--- config.mk ---
export PLATFORM = sky130hd
export DESIGN_NAME = asu_match_counter
export DESIGN_NICKNAME = d
export VERILOG_FILES = /design/src/design/array_sort_and_statistics_unit_assert.svh /design/src/design/asu_pkg.sv /design/src/design/asu_match_counter.sv
export SDC_FILE = /design/constraint.sdc
export NUM_CORES = 1
export LEC_CHECK = 0
export ABC_AREA = 0
export BUFFER_PORTS_ARGS = -buffer_cell sky130_fd_sc_hd__clkbuf_2
export CAP_MARGIN = 20
export CELL_PAD_IN_SITES_DETAIL_PLACEMENT = 1
export CELL_PAD_IN_SITES_GLOBAL_PLACEMENT = 1
export CORE_MARGIN = 2
export CORE_UTILIZATION = 41
export DETAILED_ROUTE_END_ITERATION = 6
export PLACE_DENSITY = 0.85
export SLEW_MARGIN = 15
export SYNTH_ARGS = -nofsm -noshare
export SYNTH_HDL_FRONTEND = slang
export SYNTH_SLANG_ARGS = --single-unit
export TNS_END_PERCENT = 10
--- constraint.sdc ---
create_clock -name clk -period 5.2 [get_ports clk]
set_input_delay 0.78 -clock clk [delete_from_list [all_inputs] [get_ports clk]]
set_output_delay 0.78 -clock clk [all_outputs]
set_load 0.02 [all_outputs]
--- src/design/array_sort_and_statistics_unit_assert.svh ---
// assertion macros for the array sort and statistics unit
`ifndef ARRAY_SORT_AND_STATISTICS_UNIT_ASSERT_SVH
`define ARRAY_SORT_AND_STATISTICS_UNIT_ASSERT_SVH

// condition must never hold while out of reset
`define ASU_ASSERT_NEVER(label, cond) \
  label: assert property (@(posedge clk) disable iff (rst) !(cond)) \
    else $error("forbidden condition seen");

// antecedent in one cycle implies consequent in the next
`define ASU_ASSERT_NEXT(label, ante, cons) \
  label: assert property (@(posedge clk) disable iff (rst) (ante) |=> (cons)) \
    else $error("next-cycle check failed");

`endif

--- src/design/asu_pkg.sv ---
// shared constants and link types of the array sort and statistics unit
package asu_pkg;

  localparam int CAPACITY   = 64;
  localparam int DATA_W     = 32;
  localparam int SUM_W      = 40;
  localparam int MATCH_W    = 7;
  localparam int CNT_W      = $clog2(CAPACITY + 1);
  localparam int GROUP_SIZE = 8;
  localparam int NUM_GROUPS = (CAPACITY + GROUP_SIZE - 1) / GROUP_SIZE;
  localparam int GROUP_W    = $clog2(GROUP_SIZE + 1);

  // what one cell shows its neighbors
  typedef struct packed {
    logic                     valid;
    logic                     lt;
    logic signed [DATA_W-1:0] value;
  } cell_link_t;

  // per-cycle commands broadcast along the row
  typedef struct packed {
    logic insert;
    logic shift;
  } cell_ctrl_t;

endpackage

--- src/design/asu_match_counter.sv ---
// registered per-group counts of the cell match flags, summed into one count
module asu_match_counter (
  input  logic                         clk,
  input  logic [asu_pkg::CAPACITY-1:0] eq,
  output logic [asu_pkg::CNT_W-1:0]    count
);

  logic [asu_pkg::NUM_GROUPS*asu_pkg::GROUP_SIZE-1:0] eq_pad;
  logic [asu_pkg::GROUP_W-1:0] group_count [asu_pkg::NUM_GROUPS];

  assign eq_pad = (asu_pkg::NUM_GROUPS*asu_pkg::GROUP_SIZE)'(eq);

  always_ff @(posedge clk) begin
    for (int g = 0; g < asu_pkg::NUM_GROUPS; g++) begin
      group_count[g] <= asu_pkg::GROUP_W'($countones(
        eq_pad[g*asu_pkg::GROUP_SIZE +: asu_pkg::GROUP_SIZE]));
    end
  end

  // sum of the registered group counts, valid in the cycle after eq settles
  always_comb begin
    count = '0;
    for (int g = 0; g < asu_pkg::NUM_GROUPS; g++) begin
      count = count + asu_pkg::CNT_W'(group_count[g]);
    end
  end

endmodule

# Word level (Yosys, flattened, before mapping)
# Memory sizes are Yosys's and may differ from the RTL's.
# Cells that the tools add are included.
totals:
  reg_bits: 0
  latch_bits: 0
  ramBits: 32
  romBits: 0
  output_inout_bits: 7
  wordCells: 64
  memories: 1
classes:
  n_addsub: 63
  multipliers: 0
  div: 0
  n_lt_le_gt_ge: 0
  eq_ne: 0
  n_shift: 0
  mux: 0
  bitwise_logic: 0
  reduce_logical: 0
memory_table:
  columns: ["memory", "depth", "width", "read_ports", "rd_ports_with_merged_regs", "write_ports", "line", "rtl"]
  rows:
  - ["group_count", 8, 4, 8, 0, 8, "asu_match_counter.sv:9", "logic [asu_pkg::GROUP_W-1:0] group_count [asu_pkg::NUM_GROUPS];"]
ops:
  columns: ["op", "n"]
  rows:
  - ["1-bit by 1-bit adder with 2-bit output", 32]
  - ["2-bit by 2-bit adder with 3-bit output", 16]
  - ["3-bit by 3-bit adder with 4-bit output", 8]
  - ["7-bit by 4-bit adder with 7-bit output", 4]
  - ["6-bit by 4-bit adder with 7-bit output", 1]
  - ["5-bit by 4-bit adder with 6-bit output", 1]
  - ["4-bit by 4-bit adder with 5-bit output", 1]

# Depth between registers and ports, before layout
depth:
  depth_word: 7
  mapped_depth: 14

# Worst setup path before layout
# OpenSTA, ideal clock, no wires.
synth_timing:
  path_type: "register to output"
  startpoint: "mem group_count[1][2] (netlist name)"
  endpoint: "out count[4] (netlist name)"
  t_arrival_ns: 3.494
  t_required_ns: 4.420
  slack_ns: 0.926
  path_stages_with_launch: 13
  path_cell_list: "dfxtp_1 -> inv_1 -> fa_1 -> inv_1 -> fa_1 -> fa_1 -> inv_1 -> fa_1 -> inv_1 -> ha_1 -> inv_1 -> fa_1 -> xnor2_1"
synth_lines:
  columns: ["item", "line", "rtl"]
  rows:
  - ["start: declaration", "asu_match_counter.sv:9", null]
  - ["end: declaration", "asu_match_counter.sv:5", "output logic [asu_pkg::CNT_W-1:0] count"]

==> impl_metrics.env <==
export IMPL_final_min_period_over_clock_period_pct=91.9
export IMPL_initialDrtViolationCount=18
export IMPL_grt_setup_unrepaired="no"
export IMPL_timing_critical_path_required_ns=4.42
export IMPL_hp_start="eq[18]"
export IMPL_multi_input_logic_area_sq_mm=0.00170
export IMPL_core_area_sq_mm=0.00672
export IMPL_cts_hold_fix_buffers=0
export IMPL_grt_util_met3_pct=3.13
export IMPL_arrival_time_of_data_at_the_critical_path_endpoint_ns=4.00
export IMPL_seq_area_sq_um=641
export IMPL_min_to="group_count[0][8]$_DFF_P_"
export IMPL_die_h_um=86.9
export IMPL_grt_busiest_layer="met2"
export IMPL_initial_antenna_violation_count=0
export IMPL_setup_viol=0
export IMPL_vias_per_cell=4.25
export IMPL_worst_hold_path_type="primary input to register"
export IMPL_place_congestion=0.796
export IMPL_antenna_violating_nets_post_route=0
export IMPL_dr_pass1_iters=4
export IMPL_number_of_clock_sinks=32
export IMPL_clockRootBuffer="sky130_fd_sc_hd__clkbuf_8"
export IMPL_num_antenna_cells=0
export IMPL_setup_worst_path_start_class="register"
export IMPL_groute_layer_met1_usage_pct=17.1
export IMPL_maxCapViolCount=0
export IMPL_remaining_max_slew_budget_at_the_tightest_pin_pct=88.9
export IMPL_hold_worst_slack_ns=0.699
export IMPL_reg_top3="group_count (32)"
export IMPL_largest_register="group_count"
export IMPL_finalSetupTns_ns=0
export IMPL_detailroute_via_count=1850
export IMPL_largest_register_ffs=32
export IMPL_synth_yosys_seq_area_share_pct=22.7
export IMPL_fillerInstances=792
export IMPL_grt_first_pass_wirelength_mm=9.18
export IMPL_drt_drc_violations_left=0
export IMPL_worst_setup_hold_path_clk_slew_ns=0.08
export IMPL_tot_gr_track_use_pct=16.2
export IMPL_cts_htree_levels=2
export IMPL_final_nets=505
export IMPL_fmaxAchievable_mhz=209
export IMPL_fp_dieArea_sq_mm=0.00755
export IMPL_post_synth_inst_count=276
export IMPL_synth_ff_latch_count=32
export IMPL_synth_nets=427
export IMPL_post_route_cells_drive_above_1_share_pct=22.3
export IMPL_pin_count_of_the_biggest_net_entering_global_routing=11
export IMPL_count_of_buffers_from_port_buffering=71
export IMPL_layout_commonest_cell="sky130_fd_sc_hd__inv_1"
export IMPL_setup_worst_path_start="group_count[1][3]$_DFF_P_"
export IMPL_grt_met2_usage_pct=31.2
export IMPL_netlist_area_sq_mm=0.00282
export IMPL_cts_buffer_count=5
export IMPL_synth_lib_cells_used_distinct=12
export IMPL_most_common_layout_cells="sky130_fd_sc_hd__inv_1, sky130_fd_sc_hd__clkbuf_2, sky130_fd_sc_hd__fa_1"
export IMPL_timing_worst_slew_pin_value_ns=0.167
export IMPL_cts_tree="built"
export IMPL_post_dp_hpwl_mm=5.03
export IMPL_postRouteWirelength_mm=5.48
export IMPL_cts_resized=0
export IMPL_floorplan_rows=30
export IMPL_grt_ovfl_total=0
export IMPL_maxSlewViolCount=0
export IMPL_avgSynthCellArea_sq_um=10.2
export IMPL_endpoint_kind="primary output"
export IMPL_post_cts_setup_buffer_count=0
export IMPL_final_hold_viol_count=0
export IMPL_hold_depth=2
export IMPL_cts_max_path_buffers=2
export IMPL_wl_per_cell_um=12.6
export IMPL_num_ports=72
export IMPL_critPathKind="register to primary output"
export IMPL_min_period_ns=4.78
export IMPL_crit_path_max_fanout=2
export IMPL_synthToLayoutAreaGrowth_pct=20.0
export IMPL_synth_yosys_warnings=0
export IMPL_initial_core_util_pct=41.9
export IMPL_chipWidth_um=86.9
export IMPL_status="completed"
export IMPL_grt_pass1_vias=2097
routing by layer:
metal / up-vias / routed length (um)
li1: 898 / -
met2: 43 / 3170
met3: 9 / 216
met4: 0 / 104
met1: 900 / 1980
met5: - / 0
per-stage QoR:
| step | cell area [sq um] | std cells | setup slack, ns | utilization [%] |
|---|---|---|---|---|
| 3_5_place_dp | 3270 | 427 | 0.697 | 48.7 |
| 4_1_cts | 3380 | 435 | 0.380 | 50.3 |
| 3_3_place_gp | 3270 | 427 | 0.871 | 48.7 |
| 5_1_grt | 3380 | 435 | 0.209 | 50.3 |
| 2_1_floorplan | 2820 | 276 | 0.926 | - |
| 6_report | 3380 | 435 | 0.422 | 50.3 |
final cells by class:
type	instances	area share, %
repair buffers	71	10.5
clock buffers	6	2.15
flip-flops and latches	32	18.9
multi-input cells	117	50.3
well taps	80	2.96
inverters	127	14.1
clock inverters	2	1.04
cell families (layout without fill, tap and decap cells):
logic type,count (synthesis),after routing,share of synthesized area [%]
AOI/OAI and AO/OA,11,11,2.18
xor gates and xnor gates,10,10,3.11
adders and majority gates,86,86,52.8
buffers and inverters,127,206,16.9
DFF,32,32,22.7
and+or+nand+nor,10,10,2.22
critical path: stages (launching register included):
cell and delay, ns:
sky130_fd_sc_hd__dfxtp_1 0.32, sky130_fd_sc_hd__inv_1 0.07, sky130_fd_sc_hd__fa_1 0.54, sky130_fd_sc_hd__inv_1 0.07, sky130_fd_sc_hd__fa_1 0.52, sky130_fd_sc_hd__fa_1 0.55
sky130_fd_sc_hd__inv_1 0.06, sky130_fd_sc_hd__fa_1 0.60, sky130_fd_sc_hd__inv_1 0.06, sky130_fd_sc_hd__ha_1 0.28, sky130_fd_sc_hd__a21o_1 0.19, sky130_fd_sc_hd__a21oi_2 0.15
sky130_fd_sc_hd__xnor2_1 0.13, sky130_fd_sc_hd__clkbuf_2 0.19
synth_stat cells:
cell type | instances | area share [%]
sky130_fd_sc_hd__fa_1 | 55 | 39
sky130_fd_sc_hd__ha_1 | 31 | 14
sky130_fd_sc_hd__nor2b_1 | 9 | 2.0
sky130_fd_sc_hd__a21o_1 | 1 | 0.27
sky130_fd_sc_hd__xor2_1 | 5 | 1.6
sky130_fd_sc_hd__a21oi_2 | 1 | 0.31
sky130_fd_sc_hd__o21ai_0 | 1 | 0.18
sky130_fd_sc_hd__inv_1 | 127 | 17
sky130_fd_sc_hd__a21oi_1 | 8 | 1.4
sky130_fd_sc_hd__xnor2_1 | 5 | 1.6
sky130_fd_sc_hd__dfxtp_1 | 32 | 23
sky130_fd_sc_hd__nand2b_1 | 1 | 0.22
worst max-delay path by stage:
| stage | cells after the start | to | slack [ns] |
|---|---|---|---|
| after CTS | 13 | count[5] | 0.38 |
| after global routing | 13 | count[5] | 0.21 |
| final | 13 | count[5] | 0.42 |
| after detailed placement | 13 | count[5] | 0.70 |
| after floorplan | 12 | count[4] | 0.93 |
| after global placement | 13 | count[5] | 0.87 |
Power is left out: the tool's default activity adds up to more than one toggle a clock period on the data nets, which glitch-free logic cannot reach.
