<file path="config.mk">
export PLATFORM = sky130hd
export DESIGN_NAME = asu_cell
export DESIGN_NICKNAME = d
export VERILOG_FILES = /design/src/design/array_sort_and_statistics_unit_assert.svh /design/src/design/asu_pkg.sv /design/src/design/asu_cell.sv
export SDC_FILE = /design/constraint.sdc
export NUM_CORES = 1
export LEC_CHECK = 0
export ABC_AREA = 1
export BUFFER_PORTS_ARGS = -buffer_cell sky130_fd_sc_hd__buf_2
export CORE_MARGIN = 2
export CORE_UTILIZATION = 48
export DETAILED_ROUTE_END_ITERATION = 6
export PLACE_DENSITY_LB_ADDON = 0.1
export SLEW_MARGIN = 20
export SYNTH_ARGS = -nofsm -noshare
export SYNTH_HDL_FRONTEND = slang
export SYNTH_SLANG_ARGS = --single-unit
</file>
<file path="constraint.sdc">
create_clock -name clk -period 7.1 [get_ports clk]
set_input_delay 1.065 -clock clk [delete_from_list [all_inputs] [get_ports clk]]
set_output_delay 1.065 -clock clk [all_outputs]
set_load 0.03 [all_outputs]
</file>
<file path="src/design/array_sort_and_statistics_unit_assert.svh">
// assertion macros for the array sort and statistics unit
`ifndef ARRAY_SORT_AND_STATISTICS_UNIT_ASSERT_SVH
`define ARRAY_SORT_AND_STATISTICS_UNIT_ASSERT_SVH

// condition must never hold while out of reset
`define ASU_ASSERT_NEVER(label, cond) \
  label: assert property (@(posedge clk) disable iff (rst) !(cond)) \
    else $error("forbidden condition seen");

// antecedent in one cycle implies consequent in the next
`define ASU_ASSERT_NEXT(label, ante, cons) \
  label: assert property (@(posedge clk) disable iff (rst) (ante) |=> (cons)) \
    else $error("next-cycle check failed");

`endif

</file>
<file path="src/design/asu_pkg.sv">
// shared constants and link types of the array sort and statistics unit
package asu_pkg;

  localparam int CAPACITY   = 64;
  localparam int DATA_W     = 32;
  localparam int SUM_W      = 40;
  localparam int MATCH_W    = 7;
  localparam int CNT_W      = $clog2(CAPACITY + 1);
  localparam int GROUP_SIZE = 8;
  localparam int NUM_GROUPS = (CAPACITY + GROUP_SIZE - 1) / GROUP_SIZE;
  localparam int GROUP_W    = $clog2(GROUP_SIZE + 1);

  // what one cell shows its neighbors
  typedef struct packed {
    logic                     valid;
    logic                     lt;
    logic signed [DATA_W-1:0] value;
  } cell_link_t;

  // per-cycle commands broadcast along the row
  typedef struct packed {
    logic insert;
    logic shift;
  } cell_ctrl_t;

endpackage

</file>
<file path="src/design/asu_cell.sv">
// one cell of the insertion sorting row
module asu_cell (
  input  logic                             clk,
  input  logic                             rst,
  input  asu_pkg::cell_ctrl_t              ctrl,
  input  logic signed [asu_pkg::DATA_W-1:0] new_value,
  input  logic signed [asu_pkg::DATA_W-1:0] match_value,
  input  asu_pkg::cell_link_t              lower,
  input  asu_pkg::cell_link_t              upper,
  output asu_pkg::cell_link_t              link,
  output logic                             eq
);

  logic                             valid;
  logic signed [asu_pkg::DATA_W-1:0] value;
  logic                             lt_own;

  assign lt_own = valid && (new_value < value);
  assign eq     = valid && (value == match_value);

  assign link.valid = valid;
  assign link.lt    = lt_own;
  assign link.value = value;

  always_ff @(posedge clk) begin
    if (rst) begin
      valid <= 1'b0;
    end else if (ctrl.shift) begin
      valid <= upper.valid;
    end else if (ctrl.insert) begin
      valid <= valid | lower.valid;
    end
  end

  always_ff @(posedge clk) begin
    if (ctrl.shift) begin
      value <= upper.value;
    end else if (ctrl.insert) begin
      // lower neighbor moves up, or the new value lands here
      if (lower.lt) begin
        value <= lower.value;
      end else if (lt_own || (!valid && lower.valid)) begin
        value <= new_value;
      end
    end
  end

endmodule

</file>
After elaboration in Yosys (flattened, before gate mapping). Index checks and enable logic that the tools add are counted.

Flip-flop bits (word level): 33. Input bits: 136. Output and inout port bits: 35.

Bitwise logic cells: 1. Equality and inequality tests: 1. Magnitude comparators: 1. Muxes and demuxes: 6. Reductions and logical operators: 8.

Operators with widths (number): $mux 32 (4); $eq 32x32->1 (1); $lt 32x32->1 (1); $logic_and 1x1->1 (3); $reduce_bool 3->1 (1); $mux 1 (2); $reduce_and 2->1 (1); $reduce_bool 2->1 (1); $logic_not 1->1 (1); $logic_or 1x1->1 (1); $or 1x1->1 (1).

Longest topological paths before layout. Gate-level depths: netlist (run 1).

Word-level depth: 7. Depth in mapped cells: 16. Mapped depth without buffers: 15.

Worst setup path after synthesis (run 1). OpenSTA, ideal clock, no wires.

Path type: input port to flip-flop. Start: input port new_value[5] (netlist name). End: register value[0] (netlist name), enable pin. Slack: 3689 ps. Library setup time: 400 ps. Data required time: 6700 ps. Arrival: 3011 ps. Path buffers: 0. Stages: 12. Cells stage by stage: ha_1 a21oi_2 nor2_1 nor3_4 nand2_1 nand2_1 nand2_1 nand2_1 nand2_1 nand2_1 nand3_2 a21oi_2.

Longest elaborated chain between the ends: 5.

RTL lines: start, declared (line asu_cell.sv:6) `input logic signed [asu_pkg::DATA_W-1:0] new_value,`; $lt 32x32->1 (line asu_cell.sv:18) `assign lt_own = valid && (new_value < value);`; $logic_and 1x1->1 (line asu_cell.sv:18); $logic_or 1x1->1 (line asu_cell.sv:42) `end else if (lt_own || (!valid && lower.valid)) begin`; $reduce_bool 3->1 (no line); $reduce_and 2->1 (no line); end signal, assigned (line asu_cell.sv:37) `value <= upper.value;`; end signal, assigned (line asu_cell.sv:41) `value <= lower.value;`; end signal, assigned (line asu_cell.sv:43) `value <= new_value;`; end, declared (line asu_cell.sv:15) `logic signed [asu_pkg::DATA_W-1:0] value;`.

Every way passes these cells. A chain may end at the register's enable or synchronous reset.

==> flow_metrics.env, run 1 <==
export IMPL_sw_frac_of_total_pct=36.8
export IMPL_viasPerCell=5.19
export IMPL_die_y_microns=81.9
export IMPL_fin_worst_skew_ps=3.88
export IMPL_worst_pin_slew_ps=1010
export IMPL_synth_nets=558
export IMPL_cts_tree="yes"
export IMPL_drive_gt1_share_pct=35.3
export IMPL_wl_per_cell_microns=14.3
export IMPL_grt_pass1_wl_microns=13400
export IMPL_grtUsageTotal_pct=26.1
export IMPL_switchingPower_uw=237
export IMPL_r2r_slack_ps=4440
export IMPL_critPathMostFrequentCell="nand2_1"
export IMPL_synth_top_cell_by_area="edfxtp_1"
export IMPL_maxCapViolCount=0
export IMPL_timing_fmax_mhz=273
export IMPL_fp_dieW_microns=81.9
export IMPL_cts_setup_buffers=0
export IMPL_min_from="valid$_SDFFE_PP0P_"
export IMPL_fin_crit_ps=3670
export IMPL_ys_ff_latch=33
export IMPL_filler_cell_count=560
export IMPL_pwr_density_cell_nw_per_um2=165
export IMPL_endpoint_kind="output port"
export IMPL_antenna_found_initial=0
export IMPL_overflow=0
export IMPL_fin_crit_sh_pct=51.6
export IMPL_power_frac_seq_pct=39.7
export IMPL_critPathLaunchType="input pin"
export IMPL_crit_slowest_cell="ha_1"
export IMPL_yosysTopAreaCellShare_pct=33.0
export IMPL_final_nets=719
export IMPL_path_clk_slew_ps=70
export IMPL_initialDrtViolationCount=132
export IMPL_irDropWorstVdd_uv=113
export IMPL_cell_internal_pwr_uw=407
export IMPL_tns_ps=0
export IMPL_ys_warn_count=0
export IMPL_min_path_cells=2
export IMPL_ios=171
export IMPL_grt_max_degree=36
export IMPL_hold_violations=0
export IMPL_gp_congestion=0.854
export IMPL_crit_arrival_ps=2600
export IMPL_rows=28
export IMPL_hold_class="reg2reg"
export IMPL_path_buf_inv=3
export IMPL_avgSynthCellArea_sq_um=7.44
export IMPL_final_core_util_pct=66.2
export IMPL_r2r_start="value[7]$_DFFE_PP_"
export IMPL_max_stage_delay_ps=310
export IMPL_clockRootBuffer="clkbuf_8"
export IMPL_drv_slew=0
export IMPL_dp_hpwl_microns=7090
export IMPL_synth_area_sq_um=2910
export IMPL_vias=3258
export IMPL_crit_required_ps=6030
export IMPL_rsz0062_at_grt="false"
export IMPL_crit_cells=14
export IMPL_status="completed"
export IMPL_critPathMaxFanout=2
export IMPL_pwr_share_comb_pct=38.7
export IMPL_hold_end="valid$_SDFFE_PP0P_"
export IMPL_cts_sinks=33
export IMPL_clk_latency_ps=280
export IMPL_drcViolationCount=0
export IMPL_cts_max_level=2
export IMPL_r2r_cells=13
export IMPL_critical_path_cell_chain="buf_2 > ha_1 > a21oi_2 > nor2_1 > nor3_4 > nand2_1 > nand2_1 > nand2_1 > nand2_1 > nand2_1 > nand2_1 > nand3_2 > inv_1 > buf_2"
export IMPL_ys_seq_area_share_pct=33.7
export IMPL_final_cells=628
export IMPL_cts_buffers=5
export IMPL_rr_endpoint="value[19]$_DFFE_PP_"
export IMPL_synth_distinct_cells=35
export IMPL_critical_path_top_delay_family="simple AND/OR/NAND/NOR gates"
export IMPL_dp_cells=619
export IMPL_portBuffers=169
export IMPL_postCtsResizedCells=0
export IMPL_crit_type="in2out"
export IMPL_areaGrowthSynthToFinish_pct=33.8
export IMPL_power_leakage_nw=2.04
export IMPL_ant_nets=0
export IMPL_initial_core_util_pct=49.4
export IMPL_p_clk_share_pct=21.6
export IMPL_routed_wl_microns=9000
export IMPL_slew_limit_headroom_pct=32.4
export IMPL_first_pass_iters=5
export IMPL_cts_hold_buf=0
export IMPL_synth_area_top_cells="edfxtp_1 (33%), ha_1 (13%), a21oi_1 (13%), nand2_1 (11%), nor2_1 (6.1%)"
export IMPL_core_area_sq_um=5890
export IMPL_clockBufferDepth=2
export IMPL_n_antenna_cell=0
export IMPL_setup_viol=0
export IMPL_syn_inst=391
export IMPL_grt_pass1_vias=2952
export IMPL_die_area_sq_um=6700
tightest hold or removal path, stage by stage, from the launching register on:
cell,delay [ps]
dfxtp_1,360
inv_1,100
a311oi_1,90
how the worst max path moves through the flow:
stage,end,slack [ps],from
6_report,link[32],3430,new_value[5]
5_1_grt,link[32],3310,new_value[15]
4_1_cts,link[32],3430,new_value[5]
3_5_place_dp,link[32],3440,new_value[5]
3_3_place_gp,link[32],3480,new_value[5]
2_1_floorplan,value[0]$_DFFE_PP_,3690,new_value[5]
synthesized netlist by cell type (all sizes together):
library cell / n
nand2: 83
a21oi: 80
nor2: 49
inv: 44
edfxtp: 32
ha: 31
o21ai: 13
clkbuf: 12
nand3: 6
or2: 5
buf: 4
xnor2: 4
xor2: 4
a22o: 3
nor3: 3
nor4: 3
o22ai: 3
a211oi: 2
a221oi: 2
nand4: 2
a311oi: 1
and3: 1
clkinv: 1
dfxtp: 1
o2111a: 1
o2111ai: 1
final cells by class:
class | instances | area [sq um] | share of cell area [%]
multi-input combinational | 297 | 1700 | 43.6
sequential | 33 | 981 | 25.2
inverter | 45 | 169 | 4.34
tap | 75 | 93.8 | 2.41
clock buffer | 8 | 80.1 | 2.06
timing repair buffer | 170 | 873 | 22.4
logic make-up (layout without fill, tap and decap cells):
logic type	count (synthesis)	in the layout	synth area share, %
AO/OA/AOI/OAI	106	106	20.4
XOR/XNOR	8	8	2.41
adder cells (fa/ha/maj)	31	31	13.3
buffers and inverters	61	223	8.21
flip-flops	33	33	33.7
AND/OR/NAND/NOR	152	152	21.9
layer usage:
| layer | part of all wire, % | track usage [%] | vias to the layer above |
|---|---|---|---|
| met5 | 0 | 0 | - |
| met2 | 48 | 44.9 | 143 |
| met4 | 0.80 | 6.50 | 0 |
| met1 | 44 | 33.4 | 1464 |
| li1 | - | - | 1645 |
| met3 | 7.9 | 5.49 | 6 |
per-stage QoR:
step / setup slack [ps] / total power, mW / hold WS (ps) / area, sq um
floorplan: 3690 / 0.414 / 500 / 2910
global placement: 3480 / 0.500 / 549 / 3790
detailed placement: 3440 / 0.505 / 554 / 3790
CTS: 3430 / 0.645 / 571 / 3870
global route: 3310 / 0.688 / 616 / 3890
finish: 3430 / 0.644 / 584 / 3890
placed cells by master, fill, tap and decap left out, types with 2 or more instances in the layout:
master,count
a22o_1,3
o22ai_1,3
nand3_2,2
a21oi_4,2
nor2_2,2
inv_2,10
a21oi_2,2
edfxtp_1,32
or2_1,5
a21oi_1,76
ha_1,31
xor2_1,4
o21ai_1,3
nor3_1,2
nand3_1,4
nand4_1,2
o21ai_0,10
nand2_1,82
inv_1,34
nor2_1,47
xnor2_1,4
a211oi_1,2
nor4_1,3
a221oi_1,2
buf_2,169
clkbuf_1,3
clkbuf_8,5
power groups by stage:
stage	Clock, mW	Combinational (mW)	Sequential, mW
4_1_cts	0.142	0.247	0.256
3_3_place_gp	0	0.240	0.260
2_1_floorplan	0	0.119	0.295
5_1_grt	0.152	0.278	0.258
6_report	0.139	0.249	0.256
3_5_place_dp	0	0.245	0.260
flip-flops by register name, summed over array words and instances, names as in the netlist:
name   count
valid      1
value     32
Note: power is estimated with default switching activity, not from simulation.
==> run 2, diff against run 1 <==
CORE_UTILIZATION = 45   (was 48)
clock period = 3.8 ns   (was 7.1 ns; I/O delays follow)
==> run 2 against run 1 <==
Hold slack got worse by 140 ps. Setup slack got worse by 2300 ps. First-iteration DRC count is 2.3% lower. Power increased by 87%. Via count is 0.58% lower. Combinational power is 88% higher. Global-route usage is 0.65 points lower. Register-to-register slack got worse by 3200 ps. Largest cell class unchanged. Largest power group unchanged.
==> flow_metrics.env, run 2 (synthesis results as in run 1) <==
export IMPL_ant_nets=0
export IMPL_status="completed"
export IMPL_r2r_start="value[17]$_DFFE_PP_"
export IMPL_n_antenna_cell=0
export IMPL_initialDrtViolationCount=129
export IMPL_largest_reg_flops=32
export IMPL_cts_setup_buffers=0
export IMPL_initial_core_util_pct=46.1
export IMPL_first_pass_iters=4
export IMPL_vias=3239
export IMPL_crit_slowest_cell="edfxtp_1"
export IMPL_power_leakage_nw=2.04
export IMPL_maxCapViolCount=0
export IMPL_grt_pass1_vias=3205
export IMPL_mostFrequentLayoutCell="buf_2"
export IMPL_crit_path_start="value[17]$_DFFE_PP_"
export IMPL_r2r_cells=12
export IMPL_min_from="rst"
export IMPL_crit_type="reg2out"
export IMPL_hold_ws_ps=447
export IMPL_cts_max_level=2
export IMPL_power_frac_seq_pct=39.7
export IMPL_overflow=0
export IMPL_hold_violations=0
export IMPL_viasPerCell=5.13
export IMPL_core_area_sq_um=6310
export IMPL_cts_tree="yes"
export IMPL_cell_internal_pwr_uw=759
export IMPL_postCtsResizedCells=0
export IMPL_wl_met2_microns=4450
export IMPL_wl_per_cell_microns=14.3
export IMPL_mostFrequentLayoutCells="buf_2 (169), nand2_1 (82), a21oi_1 (76)"
export IMPL_routed_wl_microns=9030
export IMPL_portBuffers=169
export IMPL_critical_path_cell_chain="inv_1 > ha_1 > a21oi_1 > o21ai_1 > nand2_1 > nand3_2 > a21oi_4 > nand2_1 > nand2_1 > nand3_2 > inv_1 > buf_2"
export IMPL_antenna_found_initial=0
export IMPL_switchingPower_uw=444
export IMPL_pwr_share_comb_pct=38.8
export IMPL_slew_limit_headroom_pct=32.9
export IMPL_hold_class="in2reg"
export IMPL_cts_buffers=5
export IMPL_grtUsageTotal_pct=25.5
export IMPL_setup_viol=0
export IMPL_grt_pass1_wl_microns=14600
export IMPL_top_register="value"
export IMPL_rows=29
export IMPL_final_nets=720
export IMPL_clockBufferDepth=2
export IMPL_clockRootBuffer="clkbuf_8"
export IMPL_rr_endpoint="value[27]$_DFFE_PP_"
export IMPL_top_layer_used="met4"
export IMPL_gp_congestion=0.884
export IMPL_fp_dieW_microns=84.4
export IMPL_drv_slew=0
export IMPL_grt_max_degree=36
export IMPL_dp_hpwl_microns=7260
export IMPL_critPathMostFrequentCell="nand2_1"
export IMPL_worst_slack_ps=1110
export IMPL_crit_required_ps=3230
export IMPL_sw_frac_of_total_pct=36.9
export IMPL_r2r_slack_ps=1230
export IMPL_irDropWorstVdd_uv=152
export IMPL_die_y_microns=84.4
export IMPL_clk_latency_ps=280
export IMPL_cts_sinks=33
export IMPL_wl_met3_microns=514
export IMPL_areaGrowthSynthToFinish_pct=33.9
export IMPL_met1Wirelength_microns=3970
export IMPL_crit_arrival_ps=2120
export IMPL_ios=171
export IMPL_critPathMaxFanout=3
export IMPL_p_clk_share_pct=21.5
export IMPL_timing_fmax_mhz=371
export IMPL_critPathLaunchType="register"
export IMPL_filler_cell_count=623
export IMPL_path_clk_slew_ps=70
export IMPL_min_path_cells=2
export IMPL_pre_cts_slack_ps=932
export IMPL_max_stage_delay_ps=380
export IMPL_worst_pin_slew_ps=1010
export IMPL_endpoint_kind="output port"
export IMPL_largestRegisters="value x32, valid x1"
export IMPL_tns_ps=0
export IMPL_cts_hold_buf=0
export IMPL_drcViolationCount=0
export IMPL_drive_gt1_share_pct=35.4
export IMPL_fin_worst_skew_ps=4.38
export IMPL_die_area_sq_um=7130
export IMPL_fin_crit_sh_pct=70.9
export IMPL_rsz0062_at_grt="false"
export IMPL_fin_crit_ps=2690
export IMPL_hold_end="valid$_SDFFE_PP0P_"
export IMPL_pwr_density_cell_nw_per_um2=309
## run 2: cell types whose count changed in the layout (fill, tap and decap cells not counted), sizes merged
cell / before / now
buf: 170 / 171
## run 2: worst max-delay path, delay by kind of cell, from the launching register on
family	cells	cell delay (ps)
and+or+nand+nor	5	400
AOI/OAI and AO/OA	3	400
adders and majority gates	1	270
buffers and inverters	3	390
DFF	1	380
## run 2: power by group through the flow
stage	Clock [mW]	Combinational, mW	Sequential, mW
2_1_floorplan	0	0.222	0.552
3_3_place_gp	0	0.457	0.483
3_5_place_dp	0	0.468	0.485
4_1_cts	0.268	0.471	0.477
5_1_grt	0.282	0.523	0.482
6_report	0.259	0.467	0.477
## run 2: stage by stage
stage	cell area [sq um]	instances	power, mW	util [%]
3_5_place_dp	3820	623	0.953	60.5
4_1_cts	3900	631	1.22	61.7
2_1_floorplan	2910	391	0.774	-
3_3_place_gp	3820	623	0.941	60.5
6_report	3900	631	1.20	61.7
5_1_grt	3900	631	1.29	61.7
## run 2: worst max path at each step
stage / endpoint / slack (ps) / depth (start not counted)
after floorplan: value[0]$_DFFE_PP_ / 840 / 11
after global placement: value[4]$_DFFE_PP_ / 990 / 14
after detailed placement: value[20]$_DFFE_PP_ / 930 / 14
after CTS: link[32] / 1100 / 12
after global routing: link[32] / 930 / 13
final: link[32] / 1110 / 12
## run 2: per-layer routing
layer  track usage [%]  up-vias
li1                  -     1651
met1              31.9     1472
met2              45.2      106
met3              5.21       10
met4              6.06        0
met5                 0        -
## run 2: area by class of cell
cell class,instances,area [sq um],area share (%)
Multi-Input combinational cell,297,1700,43.6
Sequential cell,33,981,25.2
Tap cell,77,96.3,2.47
Inverter,45,169,4.33
Timing Repair Buffer,171,873,22.4
Clock buffer,8,80.1,2.05
==> run 3, diff against run 2 <==
CORE_UTILIZATION = 40   (was 45)
clock period = 2.45 ns   (was 3.8 ns; I/O delays follow)
==> run 3 against run 2 <==
Count of clock-buffer cells in the layout decreased by 2. First-iteration DRC count decreased by 11%. Power increased by 61%. Clock skew increased by 1.2 ps. Combinational power increased by 68%. Die area increased by 12%. Setup slack got worse by 1000 ps. Final area increased by 5.3%. Flip-flop and latch count unchanged. Critical path type unchanged.
==> flow_metrics.env, run 3 (synthesis results as in run 1) <==
export IMPL_die_y_microns=89.3
export IMPL_setup_viol=0
export IMPL_largest_reg_flops=32
export IMPL_filler_cell_count=728
export IMPL_vias=3246
export IMPL_clk_latency_ps=290
export IMPL_min_from="rst"
export IMPL_critPathMaxFanout=2
export IMPL_path_clk_slew_ps=80
export IMPL_initialDrtViolationCount=115
export IMPL_grtUsageTotal_pct=22.4
export IMPL_ios=171
export IMPL_hold_end="valid$_SDFFE_PP0P_"
export IMPL_grt_pass1_wl_microns=13500
export IMPL_portBuffers=169
export IMPL_hold_class="in2reg"
export IMPL_viasPerCell=4.85
export IMPL_routed_wl_microns=9290
export IMPL_critical_path_top_delay_family="flip-flops"
export IMPL_cts_buffers=5
export IMPL_power_leakage_nw=2.13
export IMPL_cts_hold_buf=0
export IMPL_mostFrequentLayoutCell="buf_2"
export IMPL_critPathLaunchType="register"
export IMPL_dp_hpwl_microns=7730
export IMPL_irDropWorstVdd_uv=220
export IMPL_r2r_cells=13
export IMPL_ant_nets=0
export IMPL_r2r_start="value[25]$_DFFE_PP_"
export IMPL_drcViolationCount=0
export IMPL_clockBufferDepth=2
export IMPL_crit_arrival_ps=2000
export IMPL_fin_crit_sh_pct=96.7
export IMPL_fin_crit_ps=2370
export IMPL_timing_fmax_mhz=422
export IMPL_rr_endpoint="value[6]$_DFFE_PP_"
export IMPL_mostFrequentLayoutCells="buf_2 (168), nand2_1 (82), a21oi_1 (73)"
export IMPL_rsz0062_at_grt="true"
export IMPL_fp_dieW_microns=89.3
export IMPL_crit_required_ps=2080
export IMPL_gp_congestion=0.865
export IMPL_n_antenna_cell=0
export IMPL_status="completed"
export IMPL_cts_tree="yes"
export IMPL_hold_violations=0
export IMPL_wl_per_cell_microns=13.9
export IMPL_min_path_cells=2
export IMPL_path_buf_inv=3
export IMPL_pwr_density_cell_nw_per_um2=472
export IMPL_slew_limit_headroom_pct=34.9
export IMPL_drive_gt1_share_pct=39.8
export IMPL_drv_slew=0
export IMPL_areaGrowthSynthToFinish_pct=41.0
export IMPL_r2r_slack_ps=90
export IMPL_antenna_found_initial=0
export IMPL_cts_sinks=33
export IMPL_hold_ws_ps=238
export IMPL_rows=31
export IMPL_largestRegisters="value x32, valid x1"
export IMPL_die_area_sq_um=7970
export IMPL_clockRootBuffer="clkbuf_8"
export IMPL_grt_pass1_vias=2783
export IMPL_worst_pin_slew_ps=976
export IMPL_overflow=0
export IMPL_cts_max_level=2
export IMPL_critical_path_cell_chain="inv_2 > ha_1 > a21oi_2 > o21ai_0 > nand2_1 > nand3_2 > a21oi_4 > nand2_1 > nand2_1 > nand3_2 > inv_2 > buf_6"
export IMPL_top_register="value"
export IMPL_endpoint_kind="output port"
export IMPL_tns_ps=0
export IMPL_crit_slowest_cell="edfxtp_1"
export IMPL_critPathMostFrequentCell="nand2_1"
export IMPL_first_pass_iters=5
export IMPL_crit_type="reg2out"
export IMPL_core_area_sq_um=7140
export IMPL_max_stage_delay_ps=420
export IMPL_maxCapViolCount=0
export IMPL_final_nets=736
export IMPL_initial_core_util_pct=40.8
export IMPL_fin_worst_skew_ps=5.60
export IMPL_grt_max_degree=33
[run 3: what timing repair did]
item | CTS | global route
pin swaps | 0 | 4
buffers inserted | 2 | 6
resized for setup | 1 | 9
setup endpoints to repair | 1 | 1
[run 3: worst reg2reg max path: stages (launching register included)]
cell and delay [ps]:
edfxtp_1 420, inv_2 80, ha_1 250, a21oi_2 170
o21ai_0 100, nand2_1 80, nand3_2 90, a21oi_4 120
nand2_1 60, nand2_1 70, nand3_2 80, buf_4 160
a21oi_4 190, buf_12 190
[run 3: worst max path at each step]
stage,depth (start not counted),slack (ps),endpoint,startpoint
global placement,14,170,value[6]$_DFFE_PP_,new_value[7]
detailed placement,12,120,value[1]$_DFFE_PP_,new_value[25]
floorplan,11,-110,value[0]$_DFFE_PP_,value[29]$_DFFE_PP_
finish,12,80,link[32],value[25]$_DFFE_PP_
CTS,12,10,link[32],value[25]$_DFFE_PP_
global route,12,-70,link[32],value[25]$_DFFE_PP_
[run 3: cell type report]
| class | instances | area (sq um) | share of cell area, % |
|---|---|---|---|
| tap | 99 | 124 | 3.02 |
| timing repair buffer | 187 | 1010 | 24.7 |
| inverter | 45 | 169 | 4.12 |
| clock inverter | 2 | 10.0 | 0.244 |
| clock buffer | 6 | 72.6 | 1.77 |
| sequential | 33 | 981 | 23.9 |
| multi-input combinational | 297 | 1730 | 42.3 |
[run 3: power breakdown]
group	switching, mW	total (mW)	internal (mW)	leakage, nW
registers	0.0400	0.734	0.694	0.325
clock network	0.223	0.420	0.197	0.0450
logic	0.464	0.783	0.320	1.76
total	0.727	1.94	1.21	2.13
[run 3: stage by stage]
stage | std cells | cell area [sq um] | worst slack [ps] | utilization (%) | total power, mW
2_1_floorplan | 391 | 2940 | -114 | - | 1.21
3_3_place_gp | 653 | 3940 | 169 | 55.1 | 1.49
3_5_place_dp | 653 | 3940 | 119 | 55.1 | 1.50
4_1_cts | 663 | 4040 | 14.3 | 56.5 | 1.93
5_1_grt | 669 | 4100 | -70.2 | 57.5 | 2.06
6_report | 669 | 4100 | 79.9 | 57.5 | 1.94
[run 3: metal layers]
| metal | global-route usage (%) | wire (microns) | vias up |
|---|---|---|---|
| met1 | 30.3 | 4150 | 1437 |
| met4 | 4.88 | 119 | 0 |
| met3 | 4.62 | 659 | 12 |
| met5 | 0 | 0 | - |
| met2 | 37.0 | 4360 | 113 |
| li1 | - | - | 1684 |
